**config.mk**
```make
export PLATFORM = sky130hd
export DESIGN_NAME = bounded_deque_with_search
export DESIGN_NICKNAME = d
export VERILOG_FILES = /design/src/rtl/core/bdq_pkg.sv /design/src/rtl/core/bounded_deque_with_search.sv
export SDC_FILE = /design/constraint.sdc
export NUM_CORES = 1
export LEC_CHECK = 0
export BUFFER_PORTS_ARGS = -buffer_cell sky130_fd_sc_hd__buf_4
export CAP_MARGIN = 5
export CORE_ASPECT_RATIO = 1.1
export CORE_MARGIN = 4
export CORE_UTILIZATION = 67
export DETAILED_ROUTE_END_ITERATION = 8
export PLACE_DENSITY = 0.86
export SYNTH_ARGS = -nofsm -noshare
export SYNTH_HDL_FRONTEND = slang
export SYNTH_SLANG_ARGS = --single-unit
export TNS_END_PERCENT = 30
```
**constraint.sdc**
```tcl
create_clock -name i_clk -period 8.84 [get_ports i_clk]
set_clock_uncertainty 0.05 [all_clocks]
set_input_delay 1.326 -clock i_clk [delete_from_list [all_inputs] [get_ports i_clk]]
set_output_delay 1.326 -clock i_clk [all_outputs]
set_load 0.02 [all_outputs]
```
**src/rtl/core/bdq_pkg.sv**
```systemverilog
// Shared definitions for the bounded deque with search.
// Holds the depth, index widths, request and status codes, and ring arithmetic.
// No dependencies.
`default_nettype none

package bdq_pkg;

    localparam int DEPTH = 16;
    localparam int IDX_W = (DEPTH > 2) ? $clog2(DEPTH) : 1;
    localparam int CNT_W = $clog2(DEPTH + 1);

    typedef logic [IDX_W-1:0] t_idx;
    typedef logic [CNT_W-1:0] t_cnt;

    typedef enum logic [2:0] {
        K_PUSH_FRONT = 3'd0,
        K_PUSH_BACK  = 3'd1,
        K_POP_FRONT  = 3'd2,
        K_POP_BACK   = 3'd3,
        K_CONTAINS   = 3'd4,
        K_CLEAR      = 3'd5
    } t_kind;

    typedef enum logic [1:0] {
        ST_OK    = 2'd0,
        ST_EMPTY = 2'd1,
        ST_FULL  = 2'd2
    } t_status;

    // Ring position base + offset, where base < DEPTH and offset <= DEPTH.
    function automatic t_idx ring_add(input t_idx base, input t_cnt offset);
        logic [CNT_W:0] sum;
        begin
            sum = (CNT_W + 1)'(base) + (CNT_W + 1)'(offset);
            if (sum >= (CNT_W + 1)'(DEPTH)) begin
                sum = sum - (CNT_W + 1)'(DEPTH);
            end
            ring_add = sum[IDX_W-1:0];
        end
    endfunction

    function automatic t_idx ring_inc(input t_idx pos);
        begin
            if (pos == IDX_W'(DEPTH - 1)) begin
                ring_inc = '0;
            end else begin
                ring_inc = pos + IDX_W'(1);
            end
        end
    endfunction

    function automatic t_idx ring_dec(input t_idx pos);
        begin
            if (pos == '0) begin
                ring_dec = IDX_W'(DEPTH - 1);
            end else begin
                ring_dec = pos - IDX_W'(1);
            end
        end
    endfunction

endpackage

`default_nettype wire

```
**src/rtl/core/bounded_deque_with_search.sv**
```systemverilog
// Top level of the bounded double-ended queue with membership search.
// Depends on bdq_pkg for the depth, the request and status codes and ring arithmetic.
//
// Channel   Direction  Handshake               Word
// request   in         start & !busy           i_kind, i_value
// result    out        o_done (one cycle)      o_popped_value, o_found, o_status
//
// Pushes, clear, unknown requests, pops from an empty queue and a search of an
// empty queue are answered directly: the result strobes in the cycle after acceptance
// and busy stays low, so a new word may be issued right away.
// A pop that removes an entry waits in the pop state for the registered read
// of the entry memory; busy is high for one cycle.
// A search reads one entry per cycle from the front and stops at the first
// match or after the last entry.
// Reset (synchronous, active low) empties the queue; memory contents are kept.
// The receiver cannot stall, so every result is shown for exactly one cycle.
`default_nettype none

module bounded_deque_with_search
    import bdq_pkg::*;
(
    input  wire logic               i_clk,
    input  wire logic               i_rst_n,
    input  wire logic               start,
    output logic                    busy,
    input  wire logic [2:0]         i_kind,
    input  wire logic signed [31:0] i_value,
    output logic                    o_done,
    output logic signed [31:0]      o_popped_value,
    output logic                    o_found,
    output logic [1:0]              o_status
);

    typedef enum logic [2:0] {
        S_IDLE = 3'b001,
        S_POP  = 3'b010,
        S_SCAN = 3'b100
    } t_state;

    // Entry memory: one write port, one registered read port.
    logic signed [31:0] mem [DEPTH];
    logic signed [31:0] r_rd_data;

    t_state             r_state, n_state;
    t_idx               r_front, n_front;
    t_cnt               r_count, n_count;
    t_idx               r_scan_pos, n_scan_pos;
    t_cnt               r_scan_left, n_scan_left;
    logic signed [31:0] r_value, n_value;
    logic               r_done, n_done;
    logic signed [31:0] r_popped, n_popped;
    logic               r_found, n_found;
    t_status            r_status, n_status;

    logic  accept;
    logic  wr_en;
    t_idx  wr_addr;
    t_idx  rd_addr;
    logic  is_full;
    logic  is_empty;
    t_cnt  count_m1;

    assign busy     = (r_state != S_IDLE);
    assign accept   = start && (r_state == S_IDLE);
    assign is_full  = (r_count == CNT_W'(DEPTH));
    assign is_empty = (r_count == '0);
    assign count_m1 = r_count - CNT_W'(1);

    always_comb begin
        n_state     = r_state;
        n_front     = r_front;
        n_count     = r_count;
        n_scan_pos  = r_scan_pos;
        n_scan_left = r_scan_left;
        n_value     = r_value;
        n_done      = 1'b0;
        n_popped    = r_popped;
        n_found     = r_found;
        n_status    = r_status;
        wr_en       = 1'b0;
        wr_addr     = r_front;
        rd_addr     = r_front;

        case (r_state)
            S_IDLE: begin
                if (accept) begin
                    // Default result: zero payload, ok status.
                    n_popped = '0;
                    n_found  = 1'b0;
                    n_status = ST_OK;
                    n_done   = 1'b1;
                    n_value  = i_value;
                    case (t_kind'(i_kind))
                        K_PUSH_FRONT: begin
                            if (is_full) begin
                                n_status = ST_FULL;
                            end else begin
                                wr_en   = 1'b1;
                                wr_addr = ring_dec(r_front);
                                n_front = ring_dec(r_front);
                                n_count = r_count + CNT_W'(1);
                            end
                        end
                        K_PUSH_BACK: begin
                            if (is_full) begin
                                n_status = ST_FULL;
                            end else begin
                                wr_en   = 1'b1;
                                wr_addr = ring_add(r_front, r_count);
                                n_count = r_count + CNT_W'(1);
                            end
                        end
                        K_POP_FRONT: begin
                            if (is_empty) begin
                                n_status = ST_EMPTY;
                            end else begin
                                // Pointers move now; the data arrives next cycle.
                                rd_addr = r_front;
                                n_front = ring_inc(r_front);
                                n_count = count_m1;
                                n_done  = 1'b0;
                                n_state = S_POP;
                            end
                        end
                        K_POP_BACK: begin
                            if (is_empty) begin
                                n_status = ST_EMPTY;
                            end else begin
                                rd_addr = ring_add(r_front, count_m1);
                                n_count = count_m1;
                                n_done  = 1'b0;
                                n_state = S_POP;
                            end
                        end
                        K_CONTAINS: begin
                            if (!is_empty) begin
                                // Start the scan at the front entry.
                                rd_addr     = r_front;
                                n_scan_pos  = ring_inc(r_front);
                                n_scan_left = count_m1;
                                n_done      = 1'b0;
                                n_state     = S_SCAN;
                            end
                        end
                        K_CLEAR: begin
                            n_front = '0;
                            n_count = '0;
                        end
                        default: begin
                            // Unknown kinds leave the queue as it is.
                        end
                    endcase
                end
            end
            S_POP: begin
                n_popped = r_rd_data;
                n_done   = 1'b1;
                n_state  = S_IDLE;
            end
            S_SCAN: begin
                // r_rd_data holds the entry read in the previous cycle.
                if (r_rd_data == r_value) begin
                    n_found = 1'b1;
                    n_done  = 1'b1;
                    n_state = S_IDLE;
                end else if (r_scan_left == '0) begin
                    n_done  = 1'b1;
                    n_state = S_IDLE;
                end else begin
                    rd_addr     = r_scan_pos;
                    n_scan_pos  = ring_inc(r_scan_pos);
                    n_scan_left = r_scan_left - CNT_W'(1);
                end
            end
            default: begin
                n_state = S_IDLE;
            end
        endcase
    end

    always_ff @(posedge i_clk) begin
        if (wr_en) begin
            mem[wr_addr] <= i_value;
        end
        r_rd_data <= mem[rd_addr];
    end

    always_ff @(posedge i_clk) begin
        if (!i_rst_n) begin
            r_state <= S_IDLE;
            r_front <= '0;
            r_count <= '0;
            r_done  <= 1'b0;
        end else begin
            r_state <= n_state;
            r_front <= n_front;
            r_count <= n_count;
            r_done  <= n_done;
        end
    end

    always_ff @(posedge i_clk) begin
        r_scan_pos  <= n_scan_pos;
        r_scan_left <= n_scan_left;
        r_value     <= n_value;
        r_popped    <= n_popped;
        r_found     <= n_found;
        r_status    <= n_status;
    end

    assign o_done         = r_done;
    assign o_popped_value = r_popped;
    assign o_found        = r_found;
    assign o_status       = r_status;

    // An accepted word either yields its result next cycle or keeps the block busy.
    a_accept_progress: assert property (@(posedge i_clk) disable iff (!i_rst_n)
        accept |=> (o_done || busy))
        else $error("accepted word neither answered nor in progress");

    // The entry count never exceeds the depth.
    a_count_bound: assert property (@(posedge i_clk) disable iff (!i_rst_n)
        r_count <= CNT_W'(DEPTH))
        else $error("entry count above depth");

    // Leaving the pop or scan state always produces a result.
    a_busy_result: assert property (@(posedge i_clk) disable iff (!i_rst_n)
        $fell(busy) |-> o_done)
        else $error("busy dropped without a result");

    // A full or empty status never comes with a popped value or a match.
    a_status_payload: assert property (@(posedge i_clk) disable iff (!i_rst_n)
        (o_done && (o_status == ST_FULL || o_status == ST_EMPTY))
            |-> (o_popped_value == '0 && !o_found))
        else $error("error status with nonzero payload");

endmodule

`default_nettype wire
```
==> results of run 1 <==
==> metal layers <==
metal	vias to the layer above	global-route usage [%]	part of all wire, %
li1	6905	-	-
met1	8117	42.0	34
met2	1460	50.9	48
met3	274	8.43	13
met4	4	14.1	5.2
met5	-	0	0.039
==> power by group through the flow <==
stage,clock [uW],combinational (uW),sequential (uW)
floorplan,0,936,3700
global placement,0,1400,3710
detailed placement,0,1450,3720
CTS,2520,1490,3660
global route,2650,1600,3670
finish,2510,1530,3660
==> flip-flops by register name (all words and copies together), names as in the netlist <==
name and cells:
o_popped_value 32, r_state 3, o_status 2, r_scan_left 5, mem 512, o_found 1
r_value 32, r_scan_pos 4, o_done 1, r_front 4, r_rd_data 32, r_count 5
==> worst max-delay path: cells and delay by family, from the launching register on <==
| family | cells | cell delay [ps] |
|---|---|---|
| AND/OR/NAND/NOR | 4 | 1590 |
| flip-flops | 1 | 410 |
| AO/OA/AOI/OAI | 4 | 1050 |
| buffers and inverters | 3 | 2180 |
==> cell type report <==
class | instances | area (sq um) | area share, %
clock buffers | 72 | 1490 | 5.16
flip-flops and latches | 633 | 18600 | 64.1
repair buffers | 114 | 856 | 2.96
well taps | 500 | 626 | 2.16
clock inverters | 33 | 380 | 1.31
inverters | 16 | 61.3 | 0.212
multi-input cells | 911 | 6970 | 24.1
==> cells by family after synthesis <==
logic type | count (synthesis) | synth area share (%)
flip-flops | 633 | 70.9
AO/OA/AOI/OAI | 424 | 13.9
multiplexers | 86 | 3.30
buffers and inverters | 149 | 3.09
XOR/XNOR | 45 | 1.51
AND/OR/NAND/NOR | 340 | 6.42
adder cells (fa/ha/maj) | 16 | 0.823
==> how the worst max path moves through the flow <==
stage / endpoint / slack (ps) / depth (start not counted)
finish: r_rd_data[12]$_DFF_P_ / 3420 / 11
global route: r_rd_data[12]$_DFF_P_ / 3060 / 11
CTS: r_rd_data[6]$_DFF_P_ / 3520 / 11
detailed placement: r_rd_data[2]$_DFF_P_ / 3020 / 11
global placement: r_rd_data[14]$_DFF_P_ / 3180 / 11
floorplan: mem[5][0]$_DFFE_PP_ / 4560 / 6
==> per-stage QoR <==
stage          cells  cell area [sq um]  worst slack, ps
2_1_floorplan   1693              26200             4560
3_3_place_gp    2174              27100             3180
3_5_place_dp    2174              27100             3020
4_1_cts         2279              28900             3520
5_1_grt         2279              28900             3060
6_report        2279              28900             3420
==> cells in the mapped netlist (7+ instances only) <==
master,instances,area share (%)
edfxtp_1,588,67
nand2_1,160,2.3
o2111a_1,96,4.1
mux2i_1,83,3.2
a211oi_1,66,1.9
clkbuf_1,62,0.89
o21ai_0,47,0.90
dfxtp_1,45,3.4
nor2_1,41,0.59
xnor2_1,38,1.3
buf_2,35,0.67
and2_1,34,0.81
a221oi_1,33,1.1
and3_1,33,0.79
a2111oi_0,32,1.1
a32oi_1,32,1.1
a21oi_1,22,0.42
nand3_1,21,0.40
buf_4,19,0.55
o211a_1,19,0.73
a311oi_1,18,0.60
o221ai_1,17,0.57
ha_1,14,0.67
inv_1,14,0.20
nand4_1,10,0.24
nor3_1,8,0.15
xor2_1,7,0.23
==> results.md, run 1 <==
* Outcome: finished, final reports clean
* Ys flop type: edfxtp_1
* Hold path depth at 2
* Drt total wl at 68600 um
* Post_cts resized at 0
* Routed len/inst at 30.1 um
* WHS Endpoint: r_state[0]$_SDFFE_PN1P_
* CTS tree: done
* CTS max path bufs at 3
* Total track usage at 32.0%
* Post-cts hold buffer count at 0
* Worst-path cell chain: nor3b_4 -> nand2_2 -> clkinv_2 -> nand4_2 -> or2_4 -> o211ai_4 -> buf_4 -> buf_4 -> a211oi_1 -> a311oi_1 -> o211a_1
* Via count at 16800
* Port bufs at 74
* Yosys reg bits at around 630
* Die area at around 42000 sq um
* Synth warn at 0
* Origin of the critical flop-to-flop path: r_state[0]$_SDFFE_PN1P_
* Worst EP required at 9350 ps
* Setup_tns at 0 ps
* Netlist Area Pre-Place at 26200 sq um
* Sw frac at 29.2%
* ANT cells at 0
* Final setup fails at 0
* Average cell area after synthesis at ~15 sq um
* Placeable Area at 38400 sq um
* Via/cell ratio at 7.35
* Initial antenna violation count at 2
* CP peak stage delay at around 830 ps
* Setup CP Type: flop to flop
* RD Place Congestion at about 0.90
* Reg power frac at between 40% and 50%
* Post-Syn Nets at 1747
* Initial DRT Pass Iterations at 6
* Pwr dens at 266 nW/um^2
* Hold slack at around 500 ps
* Postcts setup bufs at 0
* Filler Cell Count at ~2100
* Combinational group share of total power at 19.8%
* CTS root buf: clkbuf_16
* Tot Pwr at ~7700 uW
* First-pass GRT wire length at 102000 um
* Leakage at 0.00993 uW
* Clock-pin slew on the worst setup and hold paths at about 70 ps
* Leading cell types in the layout, fill and taps excluded: edfxtp_1, nand2_1, buf_4, o2111a_1, mux2i_1
* Die Wd at 196 um
* Pint at roughly 5500 uW
* Number of synthesized flops with an enable pin at slightly below 600
* Slowest-stage cell, CP: buf_4
* Crit path DAT at 5930 ps
* Commonest non-fill, non-tap cell in the layout: edfxtp_1
* Fin nets at 1787
* Post-layout min period at 5420 ps
* CTS H-tree lvls at 2
* Maximum net fanout on the critical path at between 70 and 80
* Clk pwr share at 32.6%
* Clk_lat worst skew at slightly above 600 ps
* Worst Max-Slew Pin Slew at 1220 ps
* Max-Cap Viols at 0
* Ys async rst share at 0%
* Hold_sp: r_state[0]$_SDFFE_PN1P_
* Post-route ant nets at 0
* GR Overflow Total at 0
* CP Launch Type: flop
* R2R cell count at 11
* Critical Path Sink Type: flop
* CTS buffer count at 57
* Distinct cells, synth at 79
* Switch Pwr at 2250 uW
* Initial cell density of the core at 68.2%
* I/O pin count at 75
* Worst setup startpoint: r_state[0]$_SDFFE_PN1P_
* Std-Cell Rows at 75
* Sequential area share after synthesis at 70.9%
* Clk sinks at 633
* Layout cell share with drive strength beyond 1 at 13.4%
* Vias in the first global route at 16600
* Mapped Cells at 1693
* Synth-to-Final Area Change at 10.6%
* Peak supply drop at 0.000307 V
* Fin crit share at 61.3%
* Final Hold Fails at 0
* Crit path top cell by count: buf_4
* Hold crit path type: flop to flop
* Setup repair after global routing missed its margin: no
* Crit Reg-Reg Endpoint: r_rd_data[12]$_DFF_P_
* Die Ht at between 200 and 250 um
* Slew HR at between 15 and 20%
* Dpl hpwl at 35300 um
* Reg-to-reg setup timing slack at roughly 3400 ps
* Residual DRC at 0
* DR iter-0 viols at around 3000
* Final core utilization at 75.4%
* Final Max Tran Viols at 0
* Largest net degree at the start of global routing at 83
* Max Clock Freq at 185 MHz
(Power assumes the default switching activity.)
==> run 2, diff against run 1 <==
--- a/config.mk
+++ b/config.mk
@@ -5,13 +5,14 @@
 export SDC_FILE = /design/constraint.sdc
 export NUM_CORES = 1
 export LEC_CHECK = 0
+export ABC_AREA = 1
 export BUFFER_PORTS_ARGS = -buffer_cell sky130_fd_sc_hd__buf_4
 export CAP_MARGIN = 5
 export CORE_ASPECT_RATIO = 1.1
 export CORE_MARGIN = 4
-export CORE_UTILIZATION = 67
+export CORE_UTILIZATION = 62
 export DETAILED_ROUTE_END_ITERATION = 8
-export PLACE_DENSITY = 0.86
+export PLACE_DENSITY = 0.8
 export SYNTH_ARGS = -nofsm -noshare
 export SYNTH_HDL_FRONTEND = slang
 export SYNTH_SLANG_ARGS = --single-unit
==> constraint.sdc (replaced) <==
create_clock -name i_clk -period 5.03 [get_ports i_clk]
set_clock_uncertainty 0.05 [all_clocks]
set_input_delay 0.7545 -clock i_clk [delete_from_list [all_inputs] [get_ports i_clk]]
set_output_delay 0.7545 -clock i_clk [all_outputs]
set_load 0.02 [all_outputs]
==> run 2 against run 1 <==
  * Register-to-register slack lost 2300 ps
  * Non-clock buffer count grew 5
  * Die area grew 9.7%
  * Sequential cell count is the same
==> results.md, run 2 <==
* Synth warn at 0 (unchanged)
* Post-route ant nets at 0 (unchanged)
* GR Overflow Total at 0 (unchanged)
* Mapped Cells at 2286 (was 1693)
* Post_cts resized at 0 (unchanged)
* Clk sinks at 633 (unchanged)
* Clock-pin slew on the worst setup and hold paths at 70 ps (about the same)
* Die area at 46400 sq um (was 42300 sq um)
* Routed len/inst at 23.9 um (was 30.1 um)
* CP top delay family: simple AND/OR/NAND/NOR gates (was buffers and inverters)
* Commonest cells post-synth: edfxtp_1, nand2_1, nand3_1 (was edfxtp_1, nand2_1, o2111a_1)
* Placeable Area at 42400 sq um (was 38400 sq um)
* Average cell area after synthesis at 11.7 sq um (was 15.5 sq um)
* Critical Path Sink Type: flop (unchanged)
* Clk_lat worst skew at 610 ps (was 620 ps)
* WHS Endpoint: r_state[0]$_SDFFE_PN1P_ (unchanged)
* DR iter-0 viols at 2607 (was 2974)
* Hold_sp: i_rst_n (was r_state[0]$_SDFFE_PN1P_)
* Fin nets at 2355 (was 1787)
* Sequential area share after synthesis at 69.6% (was 70.9%)
* Post-Syn Nets at 2340 (was 1747)
* Ys flop type: edfxtp_1 (unchanged)
* Fin crit share at 77.5% (was 61.3%)
* Final core utilization at 70.0% (was 75.4%)
* Buf+Inv Stages, Crit Path at 1 (was 3)
* Number of synthesized flops with an enable pin at 588 (unchanged)
* CP peak stage delay at 600 ps (was 830 ps)
* Distinct cells, synth at 39 (was 79)
* Via/cell ratio at 6.51 (was 7.35)
* Top reg by flops: mem (unchanged)
* Origin of the critical flop-to-flop path: r_value[31]$_DFFE_PP_ (was r_state[0]$_SDFFE_PN1P_)
* Final setup fails at 0 (unchanged)
* CTS buffer count at 60 (was 57)
* Die Wd at 206 um (was 196 um)
* Crit path top cell by count: nand2_1 (was buf_4)
* Layout cell share with drive strength beyond 1 at 10.7% (was 13.4%)
* DP Worst Slack at 1290 ps (was 3020 ps)
* RD Place Congestion at 0.886 (was 0.899)
* R2R cell count at 15 (was 11)
* Synth-to-Final Area Change at 11.3% (was 10.6%)
* Peak supply drop at 0.000567 V (was 0.000307 V)
* Dpl hpwl at 36300 um (was 35300 um)
* Reg-to-reg setup timing slack at 1130 ps (was 3420 ps)
* Ys async rst share at 0% (unchanged)
* Outcome: finished, final reports clean (unchanged)
* CTS tree: done (unchanged)
* I/O pin count at 75 (unchanged)
* Leakage at 0.0108 uW (was 0.00993 uW)
* Leading cell types in the layout, fill and taps excluded: edfxtp_1, nand2_1, nand3_1, nand4_1, buf_4 (was edfxtp_1, nand2_1, buf_4, o2111a_1, mux2i_1)
* Fin area at 29700 sq um (was 28900 sq um)
* Hold crit path type: primary input to flop (was flop to flop)
* Yosys reg bits at 633 (unchanged)
* Port bufs at 74 (unchanged)
* Top-area cell type share of the netlist area at 66.2% (was 67.5%)
* Crit Reg-Reg Endpoint: r_rd_data[18]$_DFF_P_ (was r_rd_data[12]$_DFF_P_)
* Hold path depth at 2 (unchanged)
* Yosys top cell by area: edfxtp_1 (unchanged)
* Postcts setup bufs at 0 (unchanged)
* Post-layout min period at 3900 ps (was 5420 ps)
* Setup CP Type: flop to flop (unchanged)
* Residual DRC at 0 (unchanged)
* Max reg flops at 512 (unchanged)
* CTS root buf: clkbuf_16 (unchanged)
* Setup repair after global routing missed its margin: no (unchanged)
* Worst EP required at 5480 ps (was 9350 ps)
* First-pass GRT wire length at 106000 um (was 102000 um)
* CP Launch Type: flop (unchanged)
* Initial antenna violation count at 0 (was 2)
* Area after DPL at 27800 sq um (was 27100 sq um)
* Commonest non-fill, non-tap cell in the layout: edfxtp_1 (unchanged)
* Most common cell in the netlist: edfxtp_1 (unchanged)
* ANT cells at 0 (unchanged)
* Synth top area cells: edfxtp_1, nand3_1, nand2_1, nand4_1, dfxtp_1 (was edfxtp_1, o2111a_1, dfxtp_1, mux2i_1, nand2_1)
* Worst Max-Slew Pin Slew at 1240 ps (was 1220 ps)
* Vias in the first global route at 18400 (was 16600)
* Netlist Area Pre-Place at 26700 sq um (was 26200 sq um)
* Setup_tns at 0 ps (unchanged)
* Post-cts hold buffer count at 0 (unchanged)
* Drt total wl at 69700 um (was 68600 um)
* Final Hold Fails at 0 (unchanged)
* Total track usage at 29.8% (was 32.0%)
* CTS max path bufs at 3 (unchanged)
* CTS H-tree lvls at 2 (unchanged)
* Crit path DAT at 4350 ps (was 5930 ps)
* Initial cell density of the core at 62.9% (was 68.2%)
* Post-route setup slack at 1130 ps (was 3420 ps)
* Maximum net fanout on the critical path at 110 (was 73)
* Std-Cell Rows at 79 (was 75)
* Pwr dens at 514 nW/um^2 (was 266 nW/um^2)
* Die Ht at 225 um (was 215 um)
* Max-Cap Viols at 0 (unchanged)
* Max Clock Freq at 256 MHz (was 185 MHz)
* Cell depth of the worst setup path at 15 (was 11)
* Worst-path cell chain: xnor2_1 -> nand2_1 -> nor2_1 -> nand2_1 -> nor2_1 -> nand2_1 -> nand4_4 -> nand3_4 -> buf_12 -> nand2_1 -> nand3_1 -> nand3_1 -> nand2_1 -> nand2_1 -> nand2_1 (was nor3b_4 -> nand2_2 -> clkinv_2 -> nand4_2 -> or2_4 -> o211ai_4 -> buf_4 -> buf_4 -> a211oi_1 -> a311oi_1 -> o211a_1)
* Largest net degree at the start of global routing at 257 (was 83)
* Final Max Tran Viols at 0 (unchanged)
* Slowest-stage cell, CP: nand3_4 (was buf_4)
* Via count at 19000 (was 16800)
* Initial DRT Pass Iterations at 6 (unchanged)
* Slew HR at 17.0% (was 18.1%)
## run 2: per-stage QoR
stage          std cells  hold WS [ps]  total power, uW
2_1_floorplan       2286           486             9490
3_3_place_gp        2806           507            10700
3_5_place_dp        2806           512            10800
4_1_cts             2916           320            15200
5_1_grt             2916           353            15900
6_report            2916           343            15200
## run 2: worst max path at each step
stage                     startpoint               endpoint  slack, ps
6_report       r_value[31]$_DFFE_PP_  r_rd_data[18]$_DFF_P_       1130
3_3_place_gp   r_value[31]$_DFFE_PP_  r_rd_data[18]$_DFF_P_       1370
3_5_place_dp   r_value[31]$_DFFE_PP_  r_rd_data[18]$_DFF_P_       1290
5_1_grt        r_value[31]$_DFFE_PP_  r_rd_data[18]$_DFF_P_        940
2_1_floorplan                  start    mem[0][0]$_DFFE_PP_       1070
4_1_cts        r_value[31]$_DFFE_PP_  r_rd_data[18]$_DFF_P_       1250
## run 2: kinds of logic after synthesis
| family | synth area share (%) |
|---|---|
| adders and majority gates | 0.807 |
| xor gates and xnor gates | 1.25 |
| AOI/OAI and AO/OA | 1.44 |
| buffers and inverters | 4.21 |
| DFF | 69.6 |
| and+or+nand+nor | 22.7 |
## run 2: per-layer routing
layer / wire length, um / up-vias / GRT usage (%)
met5: 0 / - / 0
met4: 2610 / 0 / 12.1
met3: 7720 / 217 / 4.86
met2: 34200 / 1334 / 48.1
met1: 25200 / 9098 / 41.0
li1: - / 8346 / -
## run 2: worst reg2reg max path, cell delays in order, from the launching register on
cell      delay [ps]
edfxtp_1         390
xnor2_1          180
nand2_1          110
nor2_1           150
nand2_1          150
nor2_1           330
nand2_1          230
nand4_4          370
nand3_4          610
buf_12           510
nand2_1          210
nand3_1           90
nand3_1          110
nand2_1          150
nand2_1           90
nand2_1           50
## run 2: cell type report
class                   instances  area [sq um]
well taps                     567           709
repair buffers                119           981
multi-input cells            1396          7170
fillers                      2820         12700
flip-flops and latches        633         18600
clock inverters                24           194
inverters                      91           343
clock buffers                  86          1720
## run 2: where the power goes
group | switching (uW) | internal, uW
sequential | 296 | 6310
clock | 1900 | 2520
combinational | 2910 | 1310
total | 5100 | 10100
